File: src/rcrt_pkg.sv
// Shared constants, types and a helper function of the rectangle claim table.
package rcrt_pkg;

    // Table geometry.
    localparam int TABLE_DEPTH = 64;
    localparam int COORD_WIDTH = 32;
    localparam int ID_W        = 64;
    localparam int IN_COORD_W  = 32;
    localparam int LIMIT_W     = 7;
    localparam int HELD_W      = 7;
    localparam int IDX_W       = (TABLE_DEPTH > 1) ? $clog2(TABLE_DEPTH) : 1;
    localparam int CNT_W       = $clog2(TABLE_DEPTH + 1);
    localparam int CMP_W       = (CNT_W > LIMIT_W) ? CNT_W : LIMIT_W;

    localparam logic [LIMIT_W-1:0] LIMIT_RESET = LIMIT_W'(64);

    // Request kinds.
    localparam logic MODE_REGISTER = 1'b0;
    localparam logic MODE_RELEASE  = 1'b1;

    // Result codes.
    typedef enum logic [1:0] {
        STATUS_OK       = 2'd0,
        STATUS_FULL     = 2'd1,
        STATUS_CONFLICT = 2'd2,
        STATUS_NOTFOUND = 2'd3
    } status_t;

    // Sequencer states.
    typedef enum logic [1:0] {
        ST_IDLE,
        ST_SCAN,
        ST_SHIFT,
        ST_DONE
    } state_t;

    // One table entry; coordinates are kept as offset-binary keys.
    typedef struct packed {
        logic [ID_W-1:0]        id;
        logic [COORD_WIDTH-1:0] min_x;
        logic [COORD_WIDTH-1:0] min_y;
        logic [COORD_WIDTH-1:0] max_x;
        logic [COORD_WIDTH-1:0] max_y;
    } entry_t;

    localparam int ENTRY_W = $bits(entry_t);

    // Compare results for one stored entry against the current request.
    typedef struct packed {
        logic overlap;
        logic id_eq;
    } match_t;

    // Sign-extend, wrap to the coordinate width and flip the sign bit, so that
    // an unsigned compare of two keys orders them as signed values.
    function automatic logic [COORD_WIDTH-1:0] coord_key(input logic [IN_COORD_W-1:0] raw);
        logic [2*ID_W-1:0] ext;
        ext = {{(2*ID_W-IN_COORD_W){raw[IN_COORD_W-1]}}, raw};
        return ext[COORD_WIDTH-1:0] ^ {1'b1, {(COORD_WIDTH-1){1'b0}}};
    endfunction

endpackage

File: src/rcrt_match.sv
// Strict rectangle overlap test and id compare of one stored entry.
module rcrt_match (
    input  rcrt_pkg::entry_t stored,
    input  rcrt_pkg::entry_t req,
    output rcrt_pkg::match_t result
);
    import rcrt_pkg::*;

    logic x_apart;
    logic y_apart;

    // Touching edges do not count as overlap: max bounds are exclusive.
    always_comb
    begin
        x_apart        = (stored.max_x <= req.min_x) || (req.max_x <= stored.min_x);
        y_apart        = (stored.max_y <= req.min_y) || (req.max_y <= stored.min_y);
        result.overlap = !x_apart && !y_apart;
        result.id_eq   = (stored.id == req.id);
    end

endmodule

File: config.mk
export PLATFORM = sky130hd
export DESIGN_NAME = rcrt_match
export DESIGN_NICKNAME = d
export VERILOG_FILES = /design/src/rcrt_pkg.sv /design/src/rcrt_match.sv
export SDC_FILE = /design/constraint.sdc
export NUM_CORES = 1
export LEC_CHECK = 0
export BUFFER_PORTS_ARGS = -buffer_cell sky130_fd_sc_hd__clkbuf_2
export CORE_AREA = 2 2 152 154
export DETAILED_ROUTE_END_ITERATION = 7
export DIE_AREA = 0 0 154 156
export PLACE_DENSITY = 0.47
export SYNTH_ARGS = -nofsm -noshare
export SYNTH_HDL_FRONTEND = slang
export SYNTH_SLANG_ARGS = --single-unit
export TNS_END_PERCENT = 50
File: constraint.sdc
create_clock -name vclk -period 2.35
set_input_delay 0.3525 -clock vclk [all_inputs]
set_output_delay 0.3525 -clock vclk [all_outputs]
set_load 0.02 [all_outputs]
==> flow_metrics.tcl <==
set metrics [dict create \
    cts_hold_buf 0 \
    ios 386 \
    dr.max_layer_used "met4" \
    drtAntennaViolNets 0 \
    start_util_pct 17.4 \
    antenna_cells 0 \
    endpoint "result[1]" \
    syn_to_final_growth_pct 70.1 \
    dp.final_hpwl_um 16700 \
    stdcell_count 1233 \
    dieWidth_um 154 \
    setup.worst_path.class "input pin to output pin" \
    first_pass_iters 4 \
    drive_gt1_share_pct 46.7 \
    ys_top_cells_by_area "ha_1 (41%), xor2_1 (14%), inv_1 (13%)" \
    syn-instance-count 525 \
    avgSynthCellArea_um2 7.40 \
    synth_largest_area_cell "ha_1" \
    drt_wl_total_um 17000 \
    start_kind "input pin" \
    holdCritPathClass "input pin to output pin" \
    clkbuf_count 0 \
    fillers 2537 \
    combPwrFrac_pct 100.0 \
    fin_total_pwr_mw 1.00 \
    yosysMostFrequentCell "inv_1" \
    crit_arrival_ns 2.30 \
    seq_cells 0 \
    met3_length_um 1340 \
    p_int_uw 572 \
    cap_violations 0 \
    detail_route.wl_per_cell_um 13.8 \
    slew_headroom_pct 74.2 \
    yosysWarnings 0 \
    switching_power_uw 433 \
    crit_path_max_fanout 3 \
    vias 4999 \
    rsz0062_at_grt "true" \
    post-place-ws_ns -0.468 \
    grt_pass1_wl_um 25300 \
    p_clk_share_pct 0 \
    die_h_um 156 \
    final_max_slew_viol_count 0 \
    worst_pin_slew_ns 0.384 \
    violations "negative setup slack" \
    grt_pass1_vias 5158 \
    grt_max_degree 4 \
    dieArea_um2 24000 \
    io_buffers 386 \
    gp_congestion 0.813 \
    setup_slack_ns -0.301 \
    grt_overflow 0 \
    max_freq_mhz 377 \
    post_cts.repair.setup_buffers 0 \
    antenna_found_initial 1 \
    num-nets-final 1462 \
    endpoint_kind "output pin" \
    vias_per_cell 4.05 \
    pwr_density_cell_nw_per_um2 152 \
    setup-violations-final 1 \
    outcome "finished with violations" \
    rows 55 \
    min_period_over_period_pct 113 \
    yosysTopAreaCellShare_pct 41.2 \
    cp-startpoint "req[75]" \
    dp.cells 1233 \
    hold_slack_ns 1.23 \
    route.detailed.drc 0 \
    yosysSeqAreaShare_pct 0 \
    ir_worst_vdd_uv 59.1 \
    seqPwrFrac_pct 0 \
    synth_cell_types 31 \
    finalCriticalPeriod_ns 2.65 \
    synthTopCellsByCount "inv_1 (131), ha_1 (128), xor2_1 (64)" \
    met1_length_um 5990 \
    coreArea_um2 22400 \
    seqCellArea_um2 0 \
    total_leakage_power_nw 4.24 \
    hold_viol 0 \
    synth_nets 1037 \
    drtIter0Drc 92 \
    fin_setup_tns_ns -0.301 \
    cp.required_ns 2.00 \
    track_usage_pct 13.3 \
    switching_share_pct 43.1 \
    wl_met2_um 9550 \
    syn_area_um2 3890 \
]
## how the worst min path moves through the flow
stage	cells after the start	end	startpoint
2_1_floorplan	4	result[0]	stored[131]
3_3_place_gp	6	result[0]	stored[146]
3_5_place_dp	6	result[0]	stored[185]
4_1_cts	6	result[0]	stored[185]
5_1_grt	6	result[0]	stored[146]
6_report	6	result[0]	stored[185]
## metrics by stage
stage	area (um2)	utilization (%)
floorplan	3990	-
global placement	6550	29.3
detailed placement	6550	29.3
CTS	6580	29.4
global route	6610	29.6
finish	6610	29.6
## power by group through the flow
stage	Clock, mW	Combinational, mW	Sequential [mW]
2_1_floorplan	0	0.468	0
3_3_place_gp	0	1.00	0
3_5_place_dp	0	1.01	0
4_1_cts	0	1.02	0
5_1_grt	0	1.16	0
6_report	0	1.00	0
## kinds of logic (layout without fill, tap and decap cells)
family	after synthesis	count (layout)	share of synthesized area, %
buffers and inverters	131	554	12.6
adders and majority gates	128	128	41.2
and+or+nand+nor	102	102	15.0
AOI/OAI and AO/OA	100	100	16.7
xor gates and xnor gates	64	64	14.4
## per-layer routing
| layer | global-route usage (%) | vias to the layer above |
|---|---|---|
| met2 | 29.0 | 214 |
| li1 | - | 2690 |
| met1 | 13.4 | 2091 |
| met5 | 0 | - |
| met3 | 2.58 | 4 |
| met4 | 0.490 | 0 |
## what timing repair did
item / in CTS / in global routing
gates resized for setup: 5 / 6
endpoints found under the hold margin: 0 / 0
pin swaps: 5 / 4
cloned: 0 / 0
setup endpoints to repair: 1 / 1
## worst max-delay path, stage by stage
cell and delay (ns):
clkbuf_16 0.12, inv_12 0.03, ha_4 0.25, nand4_1 0.10, or4_4 0.54, or4_1 0.41, nor2_1 0.13, a31oi_1 0.06
o2111ai_2 0.09, nor4_4 0.05, clkbuf_8 0.15
## final cells by class
type | count | area (um2) | area share, %
timing repair buffer | 423 | 2250 | 34.0
tap | 285 | 357 | 5.39
multi-input combinational | 394 | 3500 | 52.9
inverter | 131 | 507 | 7.66
## placed cells by master (no fill, tap or decap), drive strengths merged, types with 2 or more instances in the layout
cell type,n
nand3,12
o21ai,10
nand2,16
nor4,20
nand4,28
or4,2
a221o,4
a221oi,5
ha,128
and2,4
nor2b,3
and4,6
xor2,64
o211ai,2
a21o,28
a2111oi,2
a211oi,3
a21oi,40
buf,39
nor2,7
nor3,3
inv,131
clkbuf,384
Power figures use the tool's default switching activity.
