$ cat config.mk
export PLATFORM = sky130hd
export DESIGN_NAME = rcrt_ram
export DESIGN_NICKNAME = d
export VERILOG_FILES = /design/src/rcrt_ram.sv
export SDC_FILE = /design/constraint.sdc
export NUM_CORES = 1
export LEC_CHECK = 0
export ABC_AREA = 1
export BUFFER_PORTS_ARGS = -buffer_cell sky130_fd_sc_hd__buf_2
export CAP_MARGIN = 20
export CORE_ASPECT_RATIO = 1.4
export CORE_MARGIN = 3
export CORE_UTILIZATION = 60
export DETAILED_ROUTE_END_ITERATION = 8
export PLACE_DENSITY = 0.76
export REMOVE_ABC_BUFFERS = 1
export SETUP_SLACK_MARGIN = 0.15
export SLEW_MARGIN = 20
export SYNTH_ARGS = -nofsm -noshare
export SYNTH_HDL_FRONTEND = slang
export SYNTH_SLANG_ARGS = --single-unit
$ cat constraint.sdc
create_clock -name clk -period 2.5 [get_ports clk]
set_input_delay 0.5 -clock clk [delete_from_list [all_inputs] [get_ports clk]]
set_output_delay 0.5 -clock clk [all_outputs]
set_load 0.02 [all_outputs]
$ cat src/rcrt_ram.sv
// Simple dual-port RAM with one write port and one registered read port.
module rcrt_ram #(
    parameter int WIDTH = 8,
    parameter int DEPTH = 64,
    parameter int AW    = (DEPTH > 1) ? $clog2(DEPTH) : 1
) (
    input  logic             clk,
    input  logic             we,
    input  logic [AW-1:0]    waddr,
    input  logic [WIDTH-1:0] wdata,
    input  logic             re,
    input  logic [AW-1:0]    raddr,
    output logic [WIDTH-1:0] rdata
);

    logic [WIDTH-1:0] mem [DEPTH];

    // Write port.
    always_ff @(posedge clk)
    begin
        if (we)
        begin
            mem[waddr] <= wdata;
        end
    end

    // Registered read port.
    always_ff @(posedge clk)
    begin
        if (re)
        begin
            rdata <= mem[raddr];
        end
    end

endmodule

==> tab_implementation.tex, run 1 <==
\begin{tabular}{lr}
\hline
Metric & Value \\
\hline
\multicolumn{2}{l}{\textbf{Place}} \\
Placed Area & roughly 22000 µm² \\
Post-detailed-placement half-perimeter wirelength & between 30 and 40 mm \\
Cell count after placement & 2284 \\
Final weighted congestion in routability-driven placement & $\sim$0.9 \\
Number of buffer cells added on primary ports & 30 \\
\multicolumn{2}{l}{\textbf{Finish}} \\
Layout net count & approximately 1900 \\
Multi-input combinational cell area & 4950 µm² \\
Count of fill cells added during filler insertion & between 2000 and 3000 \\
Area of all sequential standard cells & 15600 µm² \\
Layout-stage area growth over the synthesis result & 11.4\% \\
Share of final-layout standard cells stronger than drive strength 1 & 10.6\% \\
Final cell count without fillers & 2367 \\
Antenna Cells & 0 \\
Non-Filler Cell Area, Final & roughly 24000 µm² \\
\multicolumn{2}{l}{\textbf{Floorplanning}} \\
Placeable Area & $\sim$35000 µm² \\
Die area & 38000 µm² \\
Die height & approximately 230 µm \\
Number of placed I/O pins & 31 \\
Floorplan row count & 81 \\
Die span in x & 166 µm \\
Initial standard-cell utilization of the core & 61.1\% \\
\multicolumn{2}{l}{\textbf{Clock network}} \\
Reg clk slew, reported paths & 0.07 ns \\
Hold Buf Count CTS & 0 \\
Count of clock tree sinks & 520 \\
Largest buffer count on any clock path & 3 \\
Clock Latency Late Sink & 0.58 ns \\
Post-CTS setup buffers & 0 \\
Buffer type at the clock tree root & sky130\_fd\_sc\_hd\_\_clkbuf\_16 \\
Number of levels the H-tree was split into & 2 \\
Number of CTS-inserted buffers & between 40 and 50 \\
CTS tree & built \\
Post-CTS Resized & 0 \\
\multicolumn{2}{l}{\textbf{Flow run}} \\
Max-Cap Viols & 0 \\
\multicolumn{2}{l}{\textbf{Power and ir drop}} \\
Leakage power & 8.74 nW \\
Peak VDD IR & 0.616 mV \\
Power density relative to cell area & 748 nW/µm² \\
\multicolumn{2}{l}{\textbf{Global routing}} \\
First-pass GRT wire length & 79.7 mm \\
Total routing usage reported by global routing & 27.1\% \\
Residual overflow from global routing & 0 \\
Via count of the first global-routing pass & roughly 14000 \\
Largest net degree at the start of global routing & 96 \\
Number of antenna violations at the first check in global routing & 0 \\
\multicolumn{2}{l}{\textbf{Yosys}} \\
Register area share after synthesis & 72.9\% \\
Ys Warns & 0 \\
Area of the mapped netlist & 21400 µm² \\
Cell count after synthesis & 1805 \\
Area contributors post-synth & sky130\_fd\_sc\_hd\_\_edfxtp\_1 73\%, sky130\_fd\_sc\_hd\_\_nand2\_1 11\%, sky130\_fd\_sc\_hd\_\_nand3\_1 10\% \\
Top cell type's share of synthesized area & 72.9\% \\
Post-synthesis cell type count & 15 \\
Per-instance average area after synthesis & 11.9 µm² \\
Most common cell in the netlist & sky130\_fd\_sc\_hd\_\_nand2\_1 \\
Number of enable-type register cells in the synthesized netlist & between 500 and 600 \\
Register bit total from synthesis & 520 \\
Ys async rst share & 0\% \\
Cell type with the largest total area after synthesis & sky130\_fd\_sc\_hd\_\_edfxtp\_1 \\
Most common flop cell mapped by yosys & sky130\_fd\_sc\_hd\_\_edfxtp\_1 \\
Top cells by instance count after synthesis & 648 x sky130\_fd\_sc\_hd\_\_nand2\_1, 520 x sky130\_fd\_sc\_hd\_\_edfxtp\_1, 439 x sky130\_fd\_sc\_hd\_\_nand3\_1 \\
\multicolumn{2}{l}{\textbf{Outcome}} \\
Run status & finished, final reports clean \\
\multicolumn{2}{l}{\textbf{Critical path}} \\
Family with the most delay on the worst path & flip-flops \\
CP required & roughly 2 ns \\
Worst stage delay on the critical path & 0.48 ns \\
Signal arrival time at the worst endpoint & 1.25 ns \\
Worst setup path category & reg2out \\
Buffers \& Inverters on Critical Path & 1 \\
Critical path, cell by cell & buf\_2 \\
Startpoint kind of the worst setup timing path & register \\
Cell at the slowest stage of the critical path & sky130\_fd\_sc\_hd\_\_edfxtp\_1 \\
Critical path fanouts, max & 1 \\
Endpoint class of the critical path & output port \\
\multicolumn{2}{l}{\textbf{Timing}} \\
Number of max-slew violations in the final report & 0 \\
Period minus WS final & $\sim$1.8 ns \\
Slew of the pin with the lowest slew margin & between 1 and 1.5 ns \\
Final hold violation count & 0 \\
Setup repair after global routing missed its margin & false \\
Setup-violating endpoint count in the final report & 0 \\
Relative max-transition margin & 26.5\% \\
Clock skew after layout & 0.0302 ns \\
Max Clock Freq & 0.571 GHz \\
Final period utilization & 70.0\% \\
\multicolumn{2}{l}{\textbf{Route}} \\
DRC violations left & 0 \\
Wirelength, routed & 51.8 mm \\
WL/cell & between 20 and 25 µm \\
Via count & 14142 \\
Remaining number of nets flagged by the antenna check after routing & 0 \\
First DRT Iteration DRCs & 1718 \\
1st-pass router iterations & 6 \\
Post-DR vias/cell & about 6 \\
\multicolumn{2}{l}{\textbf{Min path}} \\
Worst hold-check path type & in2reg \\
\hline
\end{tabular}
==> worst paths after layout <==
kind                                  from        to  slack, ns  cells after the start
worst max-delay path              rdata[6]  rdata[6]       0.75                      1
worst min-delay path                    re  rdata[2]       0.32                      1
worst max register to register   mem[7][3]  rdata[3]       0.99                      8
worst min register to register  mem[42][1]  rdata[1]       0.91                      8
==> flip-flops by register name, summed over array words and instances, names as in the netlist <==
signal and cells:
rdata 8, mem 512
==> kinds of logic after synthesis <==
family	Yosys count	share of synthesized area (%)
flip-flops	520	72.9
AND/OR/NAND/NOR	1160	23.1
buffers and inverters	125	4.01
==> layer usage <==
metal / GRT usage, % / part of all wire, %
met5: 0 / 0
met4: 10.3 / 3.7
met3: 3.37 / 7.9
met2: 46.2 / 50
met1: 36.1 / 38
==> worst reg2reg max path: stages (launching register included) <==
cell and delay (ns):
sky130_fd_sc_hd__edfxtp_1 0.38, sky130_fd_sc_hd__nand2_1 0.08, sky130_fd_sc_hd__nand3_1 0.11, sky130_fd_sc_hd__nand3_1 0.14
sky130_fd_sc_hd__nand2_1 0.10, sky130_fd_sc_hd__nand2_1 0.07, sky130_fd_sc_hd__nand3_1 0.12, sky130_fd_sc_hd__nand3_1 0.18
sky130_fd_sc_hd__nand2_1 0.07
==> through the flow <==
step                setup WS [ns]  total power (W)  hold slack [ns]  utilization (%)  setup TNS, ns
finish                      0.749           0.0178            0.321             68.1              0
global route                0.705           0.0184            0.300             68.1              0
CTS                         0.738           0.0179            0.292             68.1              0
detailed placement          0.302           0.0110            0.876             63.9              0
global placement            0.338           0.0110            0.870             63.9              0
floorplan                  -0.657           0.0104            0.599                -          -5.19
==> placed cells by master (no fill, tap or decap), types with 5 or more instances in the layout <==
| cell type | instances |
|---|---|
| sky130_fd_sc_hd__inv_1 | 9 |
| sky130_fd_sc_hd__clkbuf_16 | 46 |
| sky130_fd_sc_hd__clkinv_1 | 7 |
| sky130_fd_sc_hd__nor2_1 | 56 |
| sky130_fd_sc_hd__buf_4 | 86 |
| sky130_fd_sc_hd__buf_2 | 28 |
| sky130_fd_sc_hd__nand4_1 | 9 |
| sky130_fd_sc_hd__bufinv_16 | 5 |
| sky130_fd_sc_hd__clkinv_2 | 6 |
| sky130_fd_sc_hd__nand2_1 | 648 |
| sky130_fd_sc_hd__nand3_1 | 439 |
| sky130_fd_sc_hd__edfxtp_1 | 520 |
| sky130_fd_sc_hd__buf_12 | 21 |
| sky130_fd_sc_hd__nor4_1 | 8 |
| sky130_fd_sc_hd__clkbuf_1 | 13 |
==> report_power, final <==
part | switching, W | total [W] | internal [W]
registers | 0.0000286 | 0.00969 | 0.00966
logic | 0.000855 | 0.00117 | 0.000318
clock network | 0.00305 | 0.00698 | 0.00393
total | 0.00393 | 0.0178 | 0.0139
==> layout make-up <==
class / instances / share of cell area [%]
clock buffer: 59 / 5.03
tap: 456 / 2.39
sequential: 520 / 65.4
timing repair buffer: 136 / 5.10
inverter: 12 / 0.220
clock inverter: 24 / 1.11
multi-input combinational: 1160 / 20.7
Note: power is estimated with default switching activity, not from simulation.
==> inputs of run 2 (changes only) <==
- ABC_AREA: 1 -> 0
- CORE_UTILIZATION: 60 -> 56
- PLACE_DENSITY: 0.76 -> 0.75
- clock period: 2.5 -> 1.6 ns (I/O delays scaled with it)
==> tab_implementation.tex, run 2 <==
\begin{tabular}{lr}
\hline
Metric & Value \\
\hline
\multicolumn{2}{l}{\textbf{Critical path}} \\
Family with the most delay on the worst path & multiplexers \\
CP required & 1.91 ns (-0.09 ns) \\
Critical path, cell by cell & mux4\_2, mux4\_2, nor2\_2, nor3\_2, o2bb2ai\_1 \\
Cell with the most instances on the worst path & sky130\_fd\_sc\_hd\_\_mux4\_2 \\
Cell at the slowest stage of the critical path & sky130\_fd\_sc\_hd\_\_mux4\_2 \\
Startpoint kind of the worst setup timing path & register \\
Endpoint class of the critical path & register \\
Buffers \& Inverters on Critical Path & 0 (-1) \\
Critical path fanouts, max & 1 (unchanged) \\
Worst stage delay on the critical path & 0.52 ns (+0.04 ns) \\
Signal arrival time at the worst endpoint & 2.26 ns (+1.01 ns) \\
Worst setup path category & reg2reg \\
\multicolumn{2}{l}{\textbf{Floorplanning}} \\
Die height & 231 µm (+0.62\%) \\
Floorplan row count & 81 (unchanged) \\
Initial standard-cell utilization of the core & 57.4\% (-3.7 points) \\
Number of placed I/O pins & 31 (unchanged) \\
Placeable Area & 35300 µm² (+0.58\%) \\
Die span in x & 167 µm (+0.61\%) \\
Die area & 38500 µm² (+1.2\%) \\
\multicolumn{2}{l}{\textbf{Clock network}} \\
Clock Latency Late Sink & 0.57 ns (about the same) \\
Hold Buf Count CTS & 0 (unchanged) \\
Reg clk slew, reported paths & 0.07 ns (about the same) \\
Largest buffer count on any clock path & 3 (unchanged) \\
Number of levels the H-tree was split into & 2 (unchanged) \\
Buffer type at the clock tree root & sky130\_fd\_sc\_hd\_\_clkbuf\_16 \\
Number of CTS-inserted buffers & 46 (unchanged) \\
Count of clock tree sinks & 520 (unchanged) \\
CTS tree & built \\
Post-CTS setup buffers & 0 (unchanged) \\
\multicolumn{2}{l}{\textbf{Timing}} \\
Slew of the pin with the lowest slew margin & 0.733 ns (-0.368 ns) \\
Number of max-slew violations in the final report & 0 (unchanged) \\
Setup repair after global routing missed its margin & true \\
Final hold violation count & 0 (unchanged) \\
Clock skew after layout & 0.0162 ns (-0.0140 ns) \\
Max Clock Freq & 0.513 GHz \\
Relative max-transition margin & 51.2\% (+25 points) \\
Period minus WS final & 1.95 ns \\
Setup-violating endpoint count in the final report & 8 (+8) \\
Final period utilization & 122\% \\
Worst-case setup margin in the final layout & -0.349 ns (-1.10 ns) \\
\multicolumn{2}{l}{\textbf{Yosys}} \\
Area of the mapped netlist & 20200 µm² (-5.5\%) \\
Cell type with the largest total area after synthesis & sky130\_fd\_sc\_hd\_\_edfxtp\_1 \\
Register bit total from synthesis & 520 (unchanged) \\
Per-instance average area after synthesis & 21.5 µm² (+82\%) \\
Top cells by instance count after synthesis & 520 x sky130\_fd\_sc\_hd\_\_edfxtp\_1, 126 x sky130\_fd\_sc\_hd\_\_mux4\_2, 83 x sky130\_fd\_sc\_hd\_\_nor2\_1 \\
Most common flop cell mapped by yosys & sky130\_fd\_sc\_hd\_\_edfxtp\_1 \\
Cell count after synthesis & 940 (-48\%) \\
Area contributors post-synth & sky130\_fd\_sc\_hd\_\_edfxtp\_1 77\%, sky130\_fd\_sc\_hd\_\_mux4\_2 14\%, sky130\_fd\_sc\_hd\_\_nor2\_1 1.5\% \\
Post-synthesis cell type count & 39 (+24) \\
Register area share after synthesis & 77.1\% (+4.2 points) \\
Top cell type's share of synthesized area & 77.1\% (+4.2 points) \\
Ys Warns & 0 (unchanged) \\
Ys async rst share & 0\% (unchanged) \\
Number of enable-type register cells in the synthesized netlist & 520 (unchanged) \\
Most common cell in the netlist & sky130\_fd\_sc\_hd\_\_edfxtp\_1 \\
\multicolumn{2}{l}{\textbf{Route}} \\
1st-pass router iterations & 5 (-1) \\
Post-DR vias/cell & 6.27 (+4.9\%) \\
WL/cell & 28.2 µm (+29\%) \\
DRC violations left & 0 (unchanged) \\
First DRT Iteration DRCs & 1035 (-40\%) \\
Via count & 10281 (-27\%) \\
Remaining number of nets flagged by the antenna check after routing & 0 (unchanged) \\
Wirelength, routed & 46.3 mm (-11\%) \\
\multicolumn{2}{l}{\textbf{Power and ir drop}} \\
Power density relative to cell area & 1160 nW/µm² (+55\%) \\
Combinational fraction of design power & 6.2\% (-0.4 points) \\
Switching part of the total power & 20.4\% (-1.6 points) \\
Peak VDD IR & 0.838 mV (+36\%) \\
Part of the total power dissipated in sequential elements & 54.6\% (+0.3 points) \\
Total net switching power & 0.00567 W (+44\%) \\
Total design power & 0.0277 W (+55\%) \\
Clock share of power & 39.2\% (about the same) \\
Leakage power & 7.85 nW (-10\%) \\
Cell-internal power & 0.0221 W (+59\%) \\
\multicolumn{2}{l}{\textbf{Finish}} \\
Area of all sequential standard cells & 15600 µm² (unchanged) \\
Antenna Cells & 0 (unchanged) \\
Regs by FF count & mem: 512 flops, rdata: 8 flops \\
Most common cell after layout, fill and taps aside & sky130\_fd\_sc\_hd\_\_edfxtp\_1 \\
Multi-input combinational cell area & 4470 µm² (-9.6\%) \\
Layout net count & 1170 (-38\%) \\
Count of fill cells added during filler insertion & 2193 (-14\%) \\
Share of final-layout standard cells stronger than drive strength 1 & 36.3\% (+26 points) \\
Layout-stage area growth over the synthesis result & 18.1\% \\
Max reg flops & 512 (unchanged) \\
Register with the highest flop count & mem \\
Highest-count cells in the layout ignoring fill and taps & 520 x sky130\_fd\_sc\_hd\_\_edfxtp\_1, 173 x sky130\_fd\_sc\_hd\_\_buf\_4, 126 x sky130\_fd\_sc\_hd\_\_mux4\_2, 80 x sky130\_fd\_sc\_hd\_\_nor2\_1, 47 x sky130\_fd\_sc\_hd\_\_clkbuf\_16 \\
Final cell count without fillers & 1640 (-31\%) \\
\multicolumn{2}{l}{\textbf{Global routing}} \\
Residual overflow from global routing & 0 (unchanged) \\
Via count of the first global-routing pass & 10629 (-23\%) \\
Total routing usage reported by global routing & 24.6\% (-2.5 points) \\
First-pass GRT wire length & 69.3 mm (-13\%) \\
Number of antenna violations at the first check in global routing & 0 (unchanged) \\
Largest net degree at the start of global routing & 65 (-32\%) \\
\multicolumn{2}{l}{\textbf{Flow run}} \\
Max-Cap Viols & 0 (unchanged) \\
\multicolumn{2}{l}{\textbf{Place}} \\
Number of buffer cells added on primary ports & 30 (unchanged) \\
Final weighted congestion in routability-driven placement & 0.871 (-4.8\%) \\
Cell count after placement & 1555 (-32\%) \\
Post-placement setup slack & -1.05 ns (-1.36 ns) \\
Post-detailed-placement half-perimeter wirelength & 30.2 mm (-2.2\%) \\
\multicolumn{2}{l}{\textbf{Outcome}} \\
Run status & finished, violations left \\
Violated checks & negative setup slack \\
\multicolumn{2}{l}{\textbf{Min path}} \\
Worst hold-check path type & in2reg \\
\hline
\end{tabular}
==> run 2: kinds of logic (layout without fill, tap and decap cells) <==
logic type	count (synthesis)	after routing	share of synthesized area, %
AOI/OAI and AO/OA	54	54	2.06
and+or+nand+nor	153	153	3.37
buffers and inverters	51	295	1.56
DFF	520	520	77.1
muxes	162	162	15.9
==> run 2: routing by layer <==
metal | up-vias | track usage (%) | routed length, µm
met5 | - | 0 | 0
met4 | 0 | 11.5 | 2470
met3 | 134 | 3.60 | 3220
met2 | 502 | 43.2 | 24500
met1 | 5305 | 30.3 | 16100
li1 | 4340 | - | -
==> run 2: final cells by class <==
class                           count  share of cell area, %
Tap cell                          456                   2.39
Timing Repair Buffer              210                   7.42
Clock inverter                     28                   1.11
Sequential cell                   520                   65.3
Multi-Input combinational cell    369                   18.7
Clock buffer                       57                   5.08
==> run 2: metrics by stage <==
stage               hold slack, ns  utilization, %  cell area, µm²  TNS [ns]
global placement             0.712            63.0           22200    -11.81
floorplan                    0.419               -           19900     -2.38
global route                 0.130            67.8           23900     -2.77
finish                       0.140            67.8           23900     -2.49
detailed placement           0.714            63.0           22200    -32.76
CTS                          0.121            67.6           23800     -2.48
==> run 2: what timing repair did <==
item	CTS	global route
cloned	0	0
pin swaps	8	6
resized for setup	37	10
endpoints found under the setup margin	16	16
==> run 2: worst paths after layout <==
kind / cells past startpoint / slack, ns / startpoint / endpoint
min: 1 / 0.14 / re / rdata[6]
min reg2reg: 4 / 0.90 / mem[19][1] / rdata[1]
max reg2reg: 5 / -0.35 / mem[0][1] / rdata[1]
max: 5 / -0.35 / mem[0][1] / rdata[1]
==> run 2: power by group through the flow <==
stage	clock network [W]	logic (W)	registers [W]
2_1_floorplan	0	0.000585	0.0154
3_3_place_gp	0	0.00159	0.0154
3_5_place_dp	0	0.00162	0.0154
4_1_cts	0.0110	0.00169	0.0152
5_1_grt	0.0115	0.00180	0.0151
6_report	0.0109	0.00171	0.0151
==> inputs of run 3 (changes only) <==
- SETUP_SLACK_MARGIN: 0.15 -> default
==> tab_implementation.tex, run 3 (synthesis gave the netlist of run 2 again) <==
\begin{tabular}{lr}
\hline
Metric & Value \\
\hline
\multicolumn{2}{l}{\textbf{Critical path}} \\
Worst stage delay on the critical path & 0.52 ns (about the same) \\
CP required & 1.91 ns (about the same) \\
Critical path, cell by cell & mux4\_2, mux4\_2, nor2\_2, nor3\_2, o2bb2ai\_1 \\
Cell at the slowest stage of the critical path & sky130\_fd\_sc\_hd\_\_mux4\_2 \\
Endpoint class of the critical path & register \\
Register-to-register setup slack & -0.35 ns (about the same) \\
Startpoint kind of the worst setup timing path & register \\
Signal arrival time at the worst endpoint & 2.27 ns (about the same) \\
Cell with the most instances on the worst path & sky130\_fd\_sc\_hd\_\_mux4\_2 \\
Worst setup path category & reg2reg \\
Critical path fanouts, max & 1 (unchanged) \\
\multicolumn{2}{l}{\textbf{Place}} \\
Post-detailed-placement half-perimeter wirelength & 30.2 mm (unchanged) \\
Post-placement setup slack & -1.05 ns (unchanged) \\
Number of buffer cells added on primary ports & 30 (unchanged) \\
Final weighted congestion in routability-driven placement & 0.871 (unchanged) \\
\multicolumn{2}{l}{\textbf{Finish}} \\
Regs by FF count & mem: 512 flops, rdata: 8 flops \\
Area of all sequential standard cells & 15600 µm² (unchanged) \\
Share of final-layout standard cells stronger than drive strength 1 & 36.2\% (-0.14 points) \\
Most common cell after layout, fill and taps aside & sky130\_fd\_sc\_hd\_\_edfxtp\_1 \\
Register with the highest flop count & mem \\
Layout-stage area growth over the synthesis result & 17.8\% \\
Layout net count & 1169 (-0.085\%) \\
Multi-input combinational cell area & 4470 µm² (about the same) \\
Count of fill cells added during filler insertion & 2204 (+0.50\%) \\
Max reg flops & 512 (unchanged) \\
Antenna Cells & 0 (unchanged) \\
Highest-count cells in the layout ignoring fill and taps & 520 x sky130\_fd\_sc\_hd\_\_edfxtp\_1, 173 x sky130\_fd\_sc\_hd\_\_buf\_4, 126 x sky130\_fd\_sc\_hd\_\_mux4\_2, 80 x sky130\_fd\_sc\_hd\_\_nor2\_1, 47 x sky130\_fd\_sc\_hd\_\_clkbuf\_16 \\
\multicolumn{2}{l}{\textbf{Global routing}} \\
Number of antenna violations at the first check in global routing & 0 (unchanged) \\
First-pass GRT wire length & 69.4 mm (about the same) \\
Met2 track demand over resource & 43.1\% (-0.15 points) \\
Largest net degree at the start of global routing & 65 (unchanged) \\
Met3 GRT Util & 3.53\% (-0.069 points) \\
Total routing usage reported by global routing & 24.6\% (about the same) \\
Via count of the first global-routing pass & 10635 (+0.056\%) \\
Busiest layer in global routing & met2 \\
Residual overflow from global routing & 0 (unchanged) \\
Met1 GRT Util & 30.5\% (+0.16 points) \\
\multicolumn{2}{l}{\textbf{Power and ir drop}} \\
Combinational fraction of design power & 6.1\% (about the same) \\
Total net switching power & 0.00566 W (-0.23\%) \\
Leakage power & 7.82 nW (-0.28\%) \\
Clock share of power & 39.2\% (about the same) \\
Switching part of the total power & 20.4\% (about the same) \\
Power density relative to cell area & 1160 nW/µm² (+0.13\%) \\
Cell-internal power & 0.0220 W (-0.12\%) \\
Part of the total power dissipated in sequential elements & 54.7\% (about the same) \\
Peak VDD IR & 0.840 mV (+0.24\%) \\
\multicolumn{2}{l}{\textbf{Timing}} \\
Final period utilization & 122\% (+0.26 points) \\
Relative max-transition margin & 52.1\% (+0.92 points) \\
Period minus WS final & 1.95 ns (+0.00420 ns) \\
Max Clock Freq & 0.512 GHz (-0.22\%) \\
Slew of the pin with the lowest slew margin & 0.719 ns (-0.0138 ns) \\
Clock skew after layout & 0.0180 ns (+0.00179 ns) \\
Final hold violation count & 0 (unchanged) \\
Setup repair after global routing missed its margin & true \\
Worst-case setup margin in the final layout & -0.353 ns (-0.00420 ns) \\
Final sum of negative setup slack & -2.46 ns (+0.0275 ns) \\
Setup-violating endpoint count in the final report & 8 (unchanged) \\
Number of max-slew violations in the final report & 0 (unchanged) \\
\multicolumn{2}{l}{\textbf{Floorplanning}} \\
Number of placed I/O pins & 31 (unchanged) \\
Initial standard-cell utilization of the core & 57.4\% (unchanged) \\
Die span in x & 167 µm (unchanged) \\
Die height & 231 µm (unchanged) \\
Placeable Area & 35300 µm² (unchanged) \\
Floorplan row count & 81 (unchanged) \\
Die area & 38500 µm² (unchanged) \\
\multicolumn{2}{l}{\textbf{Outcome}} \\
Run status & finished, violations left \\
Violated checks & negative setup slack \\
\multicolumn{2}{l}{\textbf{Clock network}} \\
Number of CTS-inserted buffers & 46 (unchanged) \\
Buffer type at the clock tree root & sky130\_fd\_sc\_hd\_\_clkbuf\_16 \\
Count of clock tree sinks & 520 (unchanged) \\
Post-CTS setup buffers & 0 (unchanged) \\
Clock Latency Late Sink & 0.57 ns (about the same) \\
Largest buffer count on any clock path & 3 (unchanged) \\
Reg clk slew, reported paths & 0.06 ns (about the same) \\
Number of levels the H-tree was split into & 2 (unchanged) \\
CTS tree & built \\
Hold Buf Count CTS & 0 (unchanged) \\
\multicolumn{2}{l}{\textbf{Route}} \\
Post-DR vias/cell & 6.27 (about the same) \\
Remaining number of nets flagged by the antenna check after routing & 0 (unchanged) \\
DRC violations left & 0 (unchanged) \\
Wirelength, routed & 46.3 mm (about the same) \\
Via count & 10270 (-0.11\%) \\
1st-pass router iterations & 5 (unchanged) \\
WL/cell & 28.2 µm (+0.10\%) \\
First DRT Iteration DRCs & 1087 (+5.0\%) \\
\multicolumn{2}{l}{\textbf{Min path}} \\
Worst hold-check path type & in2reg \\
\multicolumn{2}{l}{\textbf{Flow run}} \\
Max-Cap Viols & 0 (unchanged) \\
\hline
\end{tabular}
run 3: path summary, 6_finish.rpt:
path / depth (start not counted) / end / start
max: 5 / rdata[1] / mem[0][1]
min: 1 / rdata[6] / re
max reg2reg: 5 / rdata[1] / mem[0][1]
min reg2reg: 4 / rdata[1] / mem[19][1]
run 3: critical path, delay by kind of cell (launching register included):
kind,cells,cell delay [ns]
AOI/OAI and AO/OA,1,0.12
and+or+nand+nor,2,0.18
DFF,1,0.39
muxes,2,1.02
run 3: through the flow:
step | cells | cell area (µm²) | total power (W) | utilization [%] | hold slack [ns]
6_report | 1639 | 23800 | 0.0277 | 67.6 | 0.144
3_3_place_gp | 1555 | 22200 | 0.0170 | 63.0 | 0.712
3_5_place_dp | 1555 | 22200 | 0.0171 | 63.0 | 0.714
5_1_grt | 1639 | 23800 | 0.0285 | 67.6 | 0.129
4_1_cts | 1639 | 23800 | 0.0278 | 67.4 | 0.121
2_1_floorplan | 889 | 19900 | 0.0160 | - | 0.419
run 3: repair_timing:
action | CTS | global route
setup endpoints to repair | 8 | 8
pin swaps | 8 | 6
resized for setup | 21 | 8
run 3: metal layers:
layer | share of wire [%] | up-vias
met5 | 0 | -
met4 | 5.4 | 0
met3 | 6.7 | 133
met2 | 53 | 491
met1 | 35 | 5304
li1 | - | 4342
run 3: power by group through the flow:
stage / clock network (W) / logic [W] / registers, W
finish: 0.0109 / 0.00169 / 0.0151
global route: 0.0115 / 0.00178 / 0.0151
CTS: 0.0110 / 0.00167 / 0.0151
detailed placement: 0 / 0.00162 / 0.0154
global placement: 0 / 0.00159 / 0.0154
floorplan: 0 / 0.000585 / 0.0154
run 3: final cells by class:
type,count,share of cell area [%]
Clock buffer,57,5.09
Tap cell,456,2.39
Sequential cell,520,65.5
Clock inverter,28,1.11
Timing Repair Buffer,209,7.18
Multi-Input combinational cell,369,18.7
